**src/rtl/uer_pkg.sv**
```systemverilog
// Shared types and constants for the ultrasonic echo ranger.
// Used by uer_ctrl, uer_scale and ultrasonic_echo_ranger_top.
package uer_pkg;

  // Default parameter values
  localparam int COUNT_BITS_DEF   = 16;
  localparam int TICKS_PER_CM_DEF = 14;

  // Configuration register indexes
  localparam logic [1:0] CFG_TRIGGER_TICKS   = 2'd0;
  localparam logic [1:0] CFG_TIMEOUT_SECONDS = 2'd1;
  localparam logic [1:0] CFG_CLAMP_COUNT     = 2'd2;

  // Configuration reset values
  localparam logic [7:0]  TRIGGER_TICKS_RST   = 8'd3;
  localparam logic [3:0]  TIMEOUT_SECONDS_RST = 4'd2;
  localparam logic [15:0] CLAMP_COUNT_RST     = 16'd3556;

  // Saturated distance reported on overflow
  localparam logic [7:0] DIST_MAX = 8'd255;

  typedef struct packed {
    logic [7:0]  trigger_ticks;
    logic [3:0]  timeout_seconds;
    logic [15:0] clamp_count;
  } cfg_t;

  typedef struct packed {
    logic start_req;
    logic echo;
    logic second_pulse;
  } in_word_t;

  typedef struct packed {
    logic       trigger;
    logic       busy_res;
    logic       done_res;
    logic       fault;
    logic [7:0] distance_cm;
  } out_word_t;

endpackage

```
**src/rtl/uer_scale.sv**
```systemverilog
// Converts an echo width count into centimetres: clamp, divide, saturate.
// Depends on uer_pkg; division is a multiply by a fixed-point reciprocal.
module uer_scale
  import uer_pkg::*;
#(
  parameter int COUNT_BITS   = COUNT_BITS_DEF,
  parameter int TICKS_PER_CM = TICKS_PER_CM_DEF
) (
  input  logic [COUNT_BITS-1:0] width_count,
  input  logic [15:0]           clamp_count,
  output logic [7:0]            distance
);

  localparam int CMP_W = (COUNT_BITS > 16) ? COUNT_BITS : 16;
  // Reciprocal exact for 16-bit dividends and divisors up to 255
  localparam int SHIFT = 24;
  localparam int RECIP_W = SHIFT + 1;
  localparam longint unsigned RECIP_VAL =
    ((64'd1 << SHIFT) + longint'(TICKS_PER_CM) - 64'd1) / longint'(TICKS_PER_CM);
  localparam logic [RECIP_W-1:0] RECIP = RECIP_W'(RECIP_VAL);
  localparam int PROD_W = 16 + RECIP_W;
  localparam int QUOT_W = PROD_W - SHIFT;

  logic [CMP_W-1:0]  width_ext;
  logic [CMP_W-1:0]  clamp_ext;
  logic [15:0]       clamped;
  logic [PROD_W-1:0] product;
  logic [QUOT_W-1:0] quot;

  // Clamp the count to the configured limit
  always_comb begin
    width_ext = CMP_W'(width_count);
    clamp_ext = CMP_W'(clamp_count);
    if (width_ext > clamp_ext) begin
      clamped = clamp_count;
    end else begin
      clamped = width_ext[15:0];
    end
  end

  // Divide by ticks per centimetre and saturate to eight bits
  assign product = PROD_W'(clamped) * PROD_W'(RECIP);
  assign quot    = product[PROD_W-1:SHIFT];

  always_comb begin
    if (quot > QUOT_W'(DIST_MAX)) begin
      distance = DIST_MAX;
    end else begin
      distance = quot[7:0];
    end
  end

endmodule

```
**src/rtl/uer_ctrl.sv**
```systemverilog
// Measurement sequencer: trigger, wait for echo with timeout, width count.
// Depends on uer_pkg and uer_scale.
module uer_ctrl
  import uer_pkg::*;
#(
  parameter int COUNT_BITS   = COUNT_BITS_DEF,
  parameter int TICKS_PER_CM = TICKS_PER_CM_DEF
) (
  input  logic      clk,
  input  logic      rst_n,
  input  logic      step,
  input  in_word_t  in_word,
  input  cfg_t      cfg,
  output out_word_t res
);

  localparam logic [1:0] PH_IDLE = 2'd0;
  localparam logic [1:0] PH_TRIG = 2'd1;
  localparam logic [1:0] PH_WAIT = 2'd2;
  localparam logic [1:0] PH_MEAS = 2'd3;

  logic [1:0]            phase_r, phase_nxt;
  logic [7:0]            trigger_count_r, trigger_count_nxt;
  logic [3:0]            second_count_r, second_count_nxt;
  logic [COUNT_BITS-1:0] width_count_r, width_count_nxt;
  logic [7:0]            last_distance_r, last_distance_nxt;
  logic                  done;
  logic                  flt;
  logic [7:0]            scaled;

  uer_scale #(
    .COUNT_BITS   (COUNT_BITS),
    .TICKS_PER_CM (TICKS_PER_CM)
  ) u_scale (
    .width_count (width_count_r),
    .clamp_count (cfg.clamp_count),
    .distance    (scaled)
  );

  // Next-state logic for one tick
  always_comb begin
    phase_nxt         = phase_r;
    trigger_count_nxt = trigger_count_r;
    second_count_nxt  = second_count_r;
    width_count_nxt   = width_count_r;
    last_distance_nxt = last_distance_r;
    done              = 1'b0;
    flt               = 1'b0;
    unique case (phase_r)
      PH_IDLE: begin
        if (in_word.start_req) begin
          phase_nxt         = PH_TRIG;
          trigger_count_nxt = 8'd1;
        end
      end
      PH_TRIG: begin
        if (trigger_count_r >= cfg.trigger_ticks) begin
          phase_nxt        = PH_WAIT;
          second_count_nxt = '0;
        end else begin
          trigger_count_nxt = trigger_count_r + 8'd1;
        end
      end
      PH_WAIT: begin
        if (in_word.second_pulse) begin
          second_count_nxt = second_count_r + 4'd1;
        end
        // Timeout wins over a rising echo on the same tick
        if (in_word.second_pulse && (second_count_nxt >= cfg.timeout_seconds)) begin
          phase_nxt         = PH_IDLE;
          last_distance_nxt = '0;
          done              = 1'b1;
          flt               = 1'b1;
        end else if (in_word.echo) begin
          phase_nxt       = PH_MEAS;
          width_count_nxt = COUNT_BITS'(1);
        end
      end
      PH_MEAS: begin
        if (in_word.echo) begin
          if (&width_count_r) begin
            phase_nxt         = PH_IDLE;
            last_distance_nxt = DIST_MAX;
            done              = 1'b1;
          end else begin
            width_count_nxt = width_count_r + COUNT_BITS'(1);
          end
        end else begin
          phase_nxt         = PH_IDLE;
          last_distance_nxt = scaled;
          done              = 1'b1;
        end
      end
      default: begin
        phase_nxt = PH_IDLE;
      end
    endcase
  end

  // Result word reflects the state after this tick
  always_comb begin
    res.trigger     = (phase_nxt == PH_TRIG);
    res.busy_res    = (phase_nxt != PH_IDLE);
    res.done_res    = done;
    res.fault       = flt;
    res.distance_cm = last_distance_nxt;
  end

  // Advance state only on an accepted word
  always_ff @(posedge clk) begin
    if (!rst_n) begin
      phase_r         <= PH_IDLE;
      trigger_count_r <= '0;
      second_count_r  <= '0;
      width_count_r   <= '0;
      last_distance_r <= '0;
    end else if (step) begin
      phase_r         <= phase_nxt;
      trigger_count_r <= trigger_count_nxt;
      second_count_r  <= second_count_nxt;
      width_count_r   <= width_count_nxt;
      last_distance_r <= last_distance_nxt;
    end
  end

  // A low echo while measuring always ends the measurement
  a_meas_ends: assert property (@(posedge clk) disable iff (!rst_n)
    step && (phase_r == PH_MEAS) && !in_word.echo |=> (phase_r == PH_IDLE))
    else $error("measurement did not end on low echo");

  // A timeout leaves a zero distance behind
  a_fault_zero: assert property (@(posedge clk) disable iff (!rst_n)
    step && res.fault |=> (last_distance_r == '0) && (phase_r == PH_IDLE))
    else $error("fault did not clear distance");

  // No state change without an accepted word
  a_hold: assert property (@(posedge clk) disable iff (!rst_n)
    !step |=> $stable(phase_r) && $stable(last_distance_r))
    else $error("state changed without a word");

endmodule

```
**src/rtl/ultrasonic_echo_ranger_top.sv**
```systemverilog
// Top level of the ultrasonic echo ranger: config registers, sequencer, output register.
// Depends on uer_pkg, uer_ctrl and uer_scale.
//
//   channel | handshake           | word
//   --------+---------------------+-----------------------------------------------
//   in      | in_valid / in_stall   | in_data: start_req, echo, second_pulse
//   out     | out_valid / out_stall | out_data: trigger, busy_res, done_res, fault,
//           |                     |   distance_cm
//   cfg     | cfg_valid / cfg_ready | cfg_index, cfg_data
//
// One word in gives one word out; a word is taken every cycle that in_stall is low.
// The echo-width divide is a single reciprocal multiply ahead of the output register.
// Reset (synchronous, rst_n low) returns to idle with distance 0 and default config.
// in_stall rises only while the output register holds a word the sink is stalling.
// Config writes are always ready and take effect on the next accepted word.
module ultrasonic_echo_ranger_top
  import uer_pkg::*;
#(
  parameter int COUNT_BITS   = COUNT_BITS_DEF,
  parameter int TICKS_PER_CM = TICKS_PER_CM_DEF
) (
  input  logic        clk,
  input  logic        rst_n,
  input  logic        in_valid,
  output logic        in_stall,
  input  in_word_t    in_data,
  output logic        out_valid,
  input  logic        out_stall,
  output out_word_t   out_data,
  input  logic        cfg_valid,
  output logic        cfg_ready,
  input  logic [1:0]  cfg_index,
  input  logic [15:0] cfg_data
);

  cfg_t      cfg_r;
  logic      out_valid_r, out_valid_nxt;
  out_word_t out_data_r;
  out_word_t res;
  logic      take;

  assign cfg_ready = 1'b1;
  assign in_stall  = out_valid_r && out_stall;
  assign take      = in_valid && !in_stall;

  // Configuration registers
  always_ff @(posedge clk) begin
    if (!rst_n) begin
      cfg_r.trigger_ticks   <= TRIGGER_TICKS_RST;
      cfg_r.timeout_seconds <= TIMEOUT_SECONDS_RST;
      cfg_r.clamp_count     <= CLAMP_COUNT_RST;
    end else if (cfg_valid && cfg_ready) begin
      unique case (cfg_index)
        CFG_TRIGGER_TICKS:   cfg_r.trigger_ticks   <= cfg_data[7:0];
        CFG_TIMEOUT_SECONDS: cfg_r.timeout_seconds <= cfg_data[3:0];
        CFG_CLAMP_COUNT:     cfg_r.clamp_count     <= cfg_data;
        default: begin
        end
      endcase
    end
  end

  uer_ctrl #(
    .COUNT_BITS   (COUNT_BITS),
    .TICKS_PER_CM (TICKS_PER_CM)
  ) u_ctrl (
    .clk     (clk),
    .rst_n   (rst_n),
    .step    (take),
    .in_word (in_data),
    .cfg     (cfg_r),
    .res     (res)
  );

  // Output register: load on accept, drop when taken
  always_comb begin
    if (take) begin
      out_valid_nxt = 1'b1;
    end else if (out_stall) begin
      out_valid_nxt = out_valid_r;
    end else begin
      out_valid_nxt = 1'b0;
    end
  end

  always_ff @(posedge clk) begin
    if (!rst_n) begin
      out_valid_r <= 1'b0;
    end else begin
      out_valid_r <= out_valid_nxt;
    end
  end

  always_ff @(posedge clk) begin
    if (take) begin
      out_data_r <= res;
    end
  end

  assign out_valid = out_valid_r;
  assign out_data  = out_data_r;

endmodule
```
**config.mk**
```make
export PLATFORM = sky130hd
export DESIGN_NAME = ultrasonic_echo_ranger_top
export DESIGN_NICKNAME = d
export VERILOG_FILES = /design/src/rtl/uer_pkg.sv /design/src/rtl/uer_scale.sv /design/src/rtl/uer_ctrl.sv /design/src/rtl/ultrasonic_echo_ranger_top.sv
export SDC_FILE = /design/constraint.sdc
export NUM_CORES = 1
export LEC_CHECK = 0
export BUFFER_PORTS_ARGS = -buffer_cell sky130_fd_sc_hd__buf_2
export CAP_MARGIN = 20
export CORE_ASPECT_RATIO = 1.1
export CORE_UTILIZATION = 30
export DETAILED_ROUTE_END_ITERATION = 6
export SYNTH_ARGS = -nofsm -noshare
export SYNTH_HDL_FRONTEND = slang
export SYNTH_HIERARCHICAL = 1
export SYNTH_SLANG_ARGS = --single-unit
```
**constraint.sdc**
```tcl
create_clock -name clk -period 19.05 [get_ports clk]
set_input_delay 2.8575 -clock clk [delete_from_list [all_inputs] [get_ports clk]]
set_output_delay 2.8575 -clock clk [all_outputs]
set_load 0.03 [all_outputs]
```
* Word level (Yosys, flattened, before mapping) *
Index checks and enable logic that the tools add are counted.

storage, ports and cells
  bits in registers = 79
  latch bits = 0
  bits in writable memories = 0
  ROM bits = 0
  input bits = 26
  output and inout port bits = 15
  word-level logic and storage cells = 84
  memories = 0

cells by class
  $add $sub $neg = 3
  multiply operators = 1
  divide/modulo/power cells = 0
  $lt $le $gt $ge = 4
  eq/ne operators = 14
  shift operators = 0
  mux-type cells = 31
  bitwise operators = 0
  reductions and logical operators = 17

operators by type and width
  kind                    number
  $mux 16                 5
  $mux 8                  6
  $mul 16x21->37 const B  1
  $pmux 16 s2             1
  $pmux 8 s2              2
  $add 16x1->16 const B   1
  $gt 16x16->1            1
  $reduce_and 16->1       1
  $gt 13x8->1 const B     1
  $mux 2                  6
  $mux 4                  3
  $ne 2x2->1 const B      6
  $add 8x1->8 const B     1
  $ge 8x8->1              1
  $pmux 2 s4              1
  $pmux 4 s2              1
  $reduce_bool 2->1       4
  $eq 2x1->1 const B      3
  $eq 2x2->1 const B      3
  $reduce_and 2->1        3
  $reduce_and 6->1        1
  $mux 1                  5
  $add 4x1->4 const B     1
  $ge 4x4->1              1
  7 further kinds         11

* Depth between registers and ports, before layout *
  word-level depth = 8
  mapped depth = 33
  mapped depth without buffers = 31

* By module *
Netlist, hierarchy kept.

modules (own cells, without submodules)
  module                      times used  cells an instance  area each (µm²)  seq. area each (µm²)
  uer_scale                   1           502                4543.1           0.0
  uer_ctrl                    1           336                2617.5           760.7
  ultrasonic_echo_ranger_top  1           138                1591.5           940.9

* Worst setup path before layout *
Ideal clock, no wire load.

  kind = flip-flop to flip-flop
  start = register, netlist name cfg_r[15]
  end = register u_ctrl.last_distance_r[7]
  library setup time = 131 ps
  data arrival time = 7545 ps
  required time = 18919 ps
  slack = 11374 ps
  cell stages (with the launch flop) = 29
  buffers on the path = 1
  period minus slack after synthesis = 7676 ps
  cell sequence = dfxtp_1 -> inv_1 -> ha_1 -> nand4_4 -> a2111o_1 -> a31oi_2 -> buf_2 -> mux2_2 -> ha_1 -> ha_1 -> fa_1 -> inv_1 -> fa_1 -> fa_1 -> inv_1 -> fa_1 -> ha_1 -> a21oi_2 -> o21ai_0 -> a221oi_1 -> o21ai_2 -> or4_1 -> nand4_1 -> o2111ai_2 -> nand2b_1 -> nor2_1 -> nor2_1 -> o311ai_0 -> o21ai_1

on the way
  word-level cells in the longest chain between the ends = 7

ends and longest elaborated chain
  element                     line             RTL
  $gt 16x16->1                uer_scale.sv:34  if (width_ext > clamp_ext) begin
  $mux 16 *                   uer_scale.sv:34
  $mul 16x21->37 *            uer_scale.sv:42  assign product = PROD_W'(clamped) * PROD_W'(RECIP);
  $gt 13x8->1                 uer_scale.sv:46  if (quot > QUOT_W'(DIST_MAX)) begin
  $mux 8 *                    uer_scale.sv:46
  named net u_ctrl.scaled[7]  uer_ctrl.sv:29   logic [7:0] scaled;
  $mux 8 *                    uer_ctrl.sv:80   if (in_word.echo) begin
  $pmux 8 s2 *                uer_ctrl.sv:49   unique case (phase_r)
  end signal: assignment      uer_ctrl.sv:122  last_distance_r <= last_distance_nxt;
  end: declaration            uer_ctrl.sv:26   logic [7:0] last_distance_r, last_distance_nxt;

The timed path passes the listed nets; every way through them passes the cells marked *.
A chain may end at the register's enable or synchronous reset.

* Worst setup path after layout *
  start = register, netlist name cfg_r[13]
  end = register u_ctrl.last_distance_r[3]

on the way
  word-level cells in the longest chain between the ends = 7

ends and longest elaborated chain
  element                     line
  $gt 16x16->1                uer_scale.sv:34
  $mux 16 *                   uer_scale.sv:34
  $mul 16x21->37 *            uer_scale.sv:42
  $gt 13x8->1                 uer_scale.sv:46
  $mux 8 *                    uer_scale.sv:46
  named net u_ctrl.scaled[3]  uer_ctrl.sv:29
  $mux 8 *                    uer_ctrl.sv:80
  $pmux 8 s2 *                uer_ctrl.sv:49

Marked as above.

==> impl_metrics.csv <==
group,metric,value,unit
placed_design,dp_slack,10.50,ns
logic_synthesis,async_reset_ff_share,0,%
global_routing,first_global_vias,7031,
placed_design,portBuffers,39,
placed_design,place.gp.congestion,0.871,
cells_and_area,area_delta_synth_final,8.95,%
global_routing,globalRouteOverflowTotal,0,
pwr,p_leak,4.74,nW
route,drt-met1-wl,9790,µm
logic_synthesis,synthTopCellsByArea,"ha_1 (21%), dfxtp_1 (15%), fa_1 (11%), inv_1 (5.1%), edfxtp_1 (4.1%)",
clocking,cts.sinks,79,
clocking,cts_tree,"yes",
route,routed-wl-met2,10100,µm
route,drc,0,
logic_synthesis,synth.cell_area,8750,µm²
floorplanning,die_x,165,µm
global_routing,grt_pass1_wl,35800,µm
logic_synthesis,seq_area_frac_synth,19.4,%
floorplanning,chipHeight,181,µm
cells_and_area,nNetsFinal,1216,
sta,fin_skew,0.00572,ns
global_routing,track_usage,15.2,%
clocking,ctsHoldBuffers,0,
sta,max_freq,0.115,GHz
logic_synthesis,synth-edff-count,12,
worst_setup_path,cp.arrival,8.89,ns
cells_and_area,finalNonFillerCells,1366,
worst_setup_path,slowest_stage,"a31oi_2",
route,viasPerCell,5.19,
pwr,power.switching,0.0960,mW
sta,slew_viol_final,0,
worst_hold_path,min_path_type,"reg -> reg",
cells_and_area,n_fill_cell,2965,
global_routing,grt_max_degree,72,
cells_and_area,layout-drive-gt1-share,10.2,%
route,antenna_left,0,
worst_setup_path,cp-start-kind,"flop",
placed_design,dpl_cell_area,9220,µm²
placed_design,dp_cells,1350,
outcome,status,"finished clean",
worst_setup_path,reg2reg_setup_slack,10.38,ns
route,dr.pass1.iters,5,
route,wl,21300,µm
route,vias,7083,
clocking,postCtsSetupBuffers,0,
pwr,max-vdd-ir-drop,0.0000616,V
clocking,clock_tree.root_cell,"clkbuf_16",
logic_synthesis,synth_top_area_cell,"ha_1",
clocking,cts_resized,0,
sta,holdWs,0.459,ns
sta,fin_setup_tns,0,ns
clocking,htreeDepth,3,
worst_setup_path,cp.required,19.27,ns
floorplanning,core,28700,µm²
sta,setup_ws,10.38,ns
worst_setup_path,worstSetupPathType,"reg -> reg",
floorplanning,die_area,29900,µm²
floorplanning,start_util,30.5,%
logic_synthesis,syn_nets,1199,
logic_synthesis,ys_types,85,
sta,fin_crit_sh,45.5,%
cells_and_area,finish.utilization,33.2,%
route,drtIter0Drc,428,
logic_synthesis,ys_warn_count,6,
cells_and_area,antenna_cells,0,
pwr,p_sw_share,24.3,%
global_routing,antenna_found_initial,0,
route,wl_per_cell,15.6,µm
worst_setup_path,max_stage_delay,0.86,ns
logic_synthesis,synth_ff_type,"dfxtp_1",
clocking,cts_buffers,9,
logic_synthesis,synth-seq-cells,79,
clocking,cts.clk_slew.worst_paths,0.06,ns
sta,worstMarginPinSlew,1.10,ns
clocking,cts_max_path_buffers,2,
sta,rsz0062_at_grt,"no",
floorplanning,rows,65,
clocking,clk_latency,0.35,ns
pwr,internal-power,0.299,mW
sta,maxSlewHeadroom,26.6,%
pwr,p_per_area,41.5,nW/µm²
sta,finalHoldViolCount,0,
pwr,total_power,0.395,mW
placed_design,hpwl,17200,µm
run,cap_violations,0,
sta,period_needed,8.67,ns
sta,finalSetupViolCount,0,
cells_and_area,final_area,9540,µm²
logic_synthesis,synth_top_area_share,21.2,%
pwr,p_seq_share,44.7,%
logic_synthesis,yosysMostFrequentCell,"ha_1",
logic_synthesis,synth_commonest_cells,"ha_1 (148), inv_1 (119), nand2_1 (82)",
route,wl_met3,753,µm
logic_synthesis,syn_avg_cell_area,8.97,µm²
pwr,p_clk_share,46.9,%
worst_setup_path,endpoint_kind,"flop",
logic_synthesis,synth_cells,976,
floorplanning,io_pins,41,
worst_setup_path,path_max_fanout,17,
route,top_layer,"met4",
pwr,p_comb_share,8.4,%
-- path summary, 6_finish.rpt --
| kind | startpoint | end | cells after the start |
|---|---|---|---|
| hold reg to reg | cfg_r[27] | cfg_r[27] | 2 |
| setup / recovery | cfg_r[13] | u_ctrl/last_distance_r[3] | 27 |
| hold / removal | cfg_r[27] | cfg_r[27] | 2 |
| setup reg to reg | cfg_r[13] | u_ctrl/last_distance_r[3] | 27 |
-- metal layers --
layer	vias to the layer above	global-route usage [%]
li1	3545	-
met2	147	25.3
met1	3360	19.9
met4	0	5.72
met3	31	1.52
met5	-	0
-- kinds of logic (layout without fill, tap and decap cells) --
group | count (synthesis) | count (layout) | synth area share [%]
compound gates | 227 | 227 | 18.0
xor+xnor | 10 | 10 | 1.00
fa+ha+maj | 197 | 197 | 32.4
buf+inv | 154 | 176 | 7.45
flops | 79 | 79 | 19.4
mux | 46 | 46 | 5.46
other cells | 1 | 1 | 0.0428
simple gates | 262 | 262 | 16.3
-- flip-flops by register name, summed over array words and instances, names as in the netlist --
signal and count:
cfg_r 28, u_ctrl/width_count_r 16, u_ctrl/second_count_r 4, u_ctrl/phase_r 2, u_ctrl/last_distance_r 8, u_ctrl/trigger_count_r 8, out_valid 1, out_data 12
-- area by class of cell --
| type | count | area [µm²] | area share [%] |
|---|---|---|---|
| clock buffer | 10 | 229 | 2.40 |
| clock inverter | 6 | 86.3 | 0.905 |
| inverter | 119 | 447 | 4.68 |
| multi-input combinational | 743 | 6400 | 67.1 |
| sequential | 79 | 1700 | 17.8 |
| tap | 368 | 460 | 4.83 |
| timing repair buffer | 41 | 210 | 2.20 |
-- critical path: cells and delay by family (launching register included) --
family                   cells  cell delay, ns
multiplexers                 1            0.47
adder cells (fa/ha/maj)      8            3.30
AND/OR/NAND/NOR              4            0.53
AO/OA/AOI/OAI               11            3.67
buffers and inverters        3            0.17
flip-flops                   1            0.38
-- cells in the final DEF, fill, tap and decap left out, drive strengths merged, types with 10 or more instances in the layout --
| cell type | Yosys | final |
|---|---|---|
| ha | 148 | 148 |
| inv | 119 | 119 |
| nand2 | 83 | 83 |
| dfxtp | 67 | 67 |
| a21oi | 62 | 62 |
| fa | 49 | 49 |
| nor2 | 48 | 48 |
| o21ai | 44 | 44 |
| buf | 23 | 41 |
| mux2i | 32 | 32 |
| nand2b | 22 | 22 |
| nand4 | 22 | 22 |
| a21o | 21 | 21 |
| o311ai | 19 | 19 |
| nand3 | 15 | 15 |
| mux2 | 14 | 14 |
| o31ai | 14 | 14 |
| edfxtp | 12 | 12 |
| nor3 | 12 | 12 |
| o211ai | 11 | 11 |
| xnor2 | 10 | 10 |
| nor2b | 10 | 10 |
| clkbuf | 12 | 10 |
-- power groups by stage --
stage | Sequential [mW] | Combinational (mW) | Clock, mW
after global routing | 0.177 | 0.0370 | 0.197
final | 0.177 | 0.0332 | 0.185
after global placement | 0.180 | 0.0326 | 0
after detailed placement | 0.180 | 0.0329 | 0
after CTS | 0.177 | 0.0332 | 0.190
after floorplan | 0.182 | 0.0224 | 0
Power figures use the tool's default switching activity.
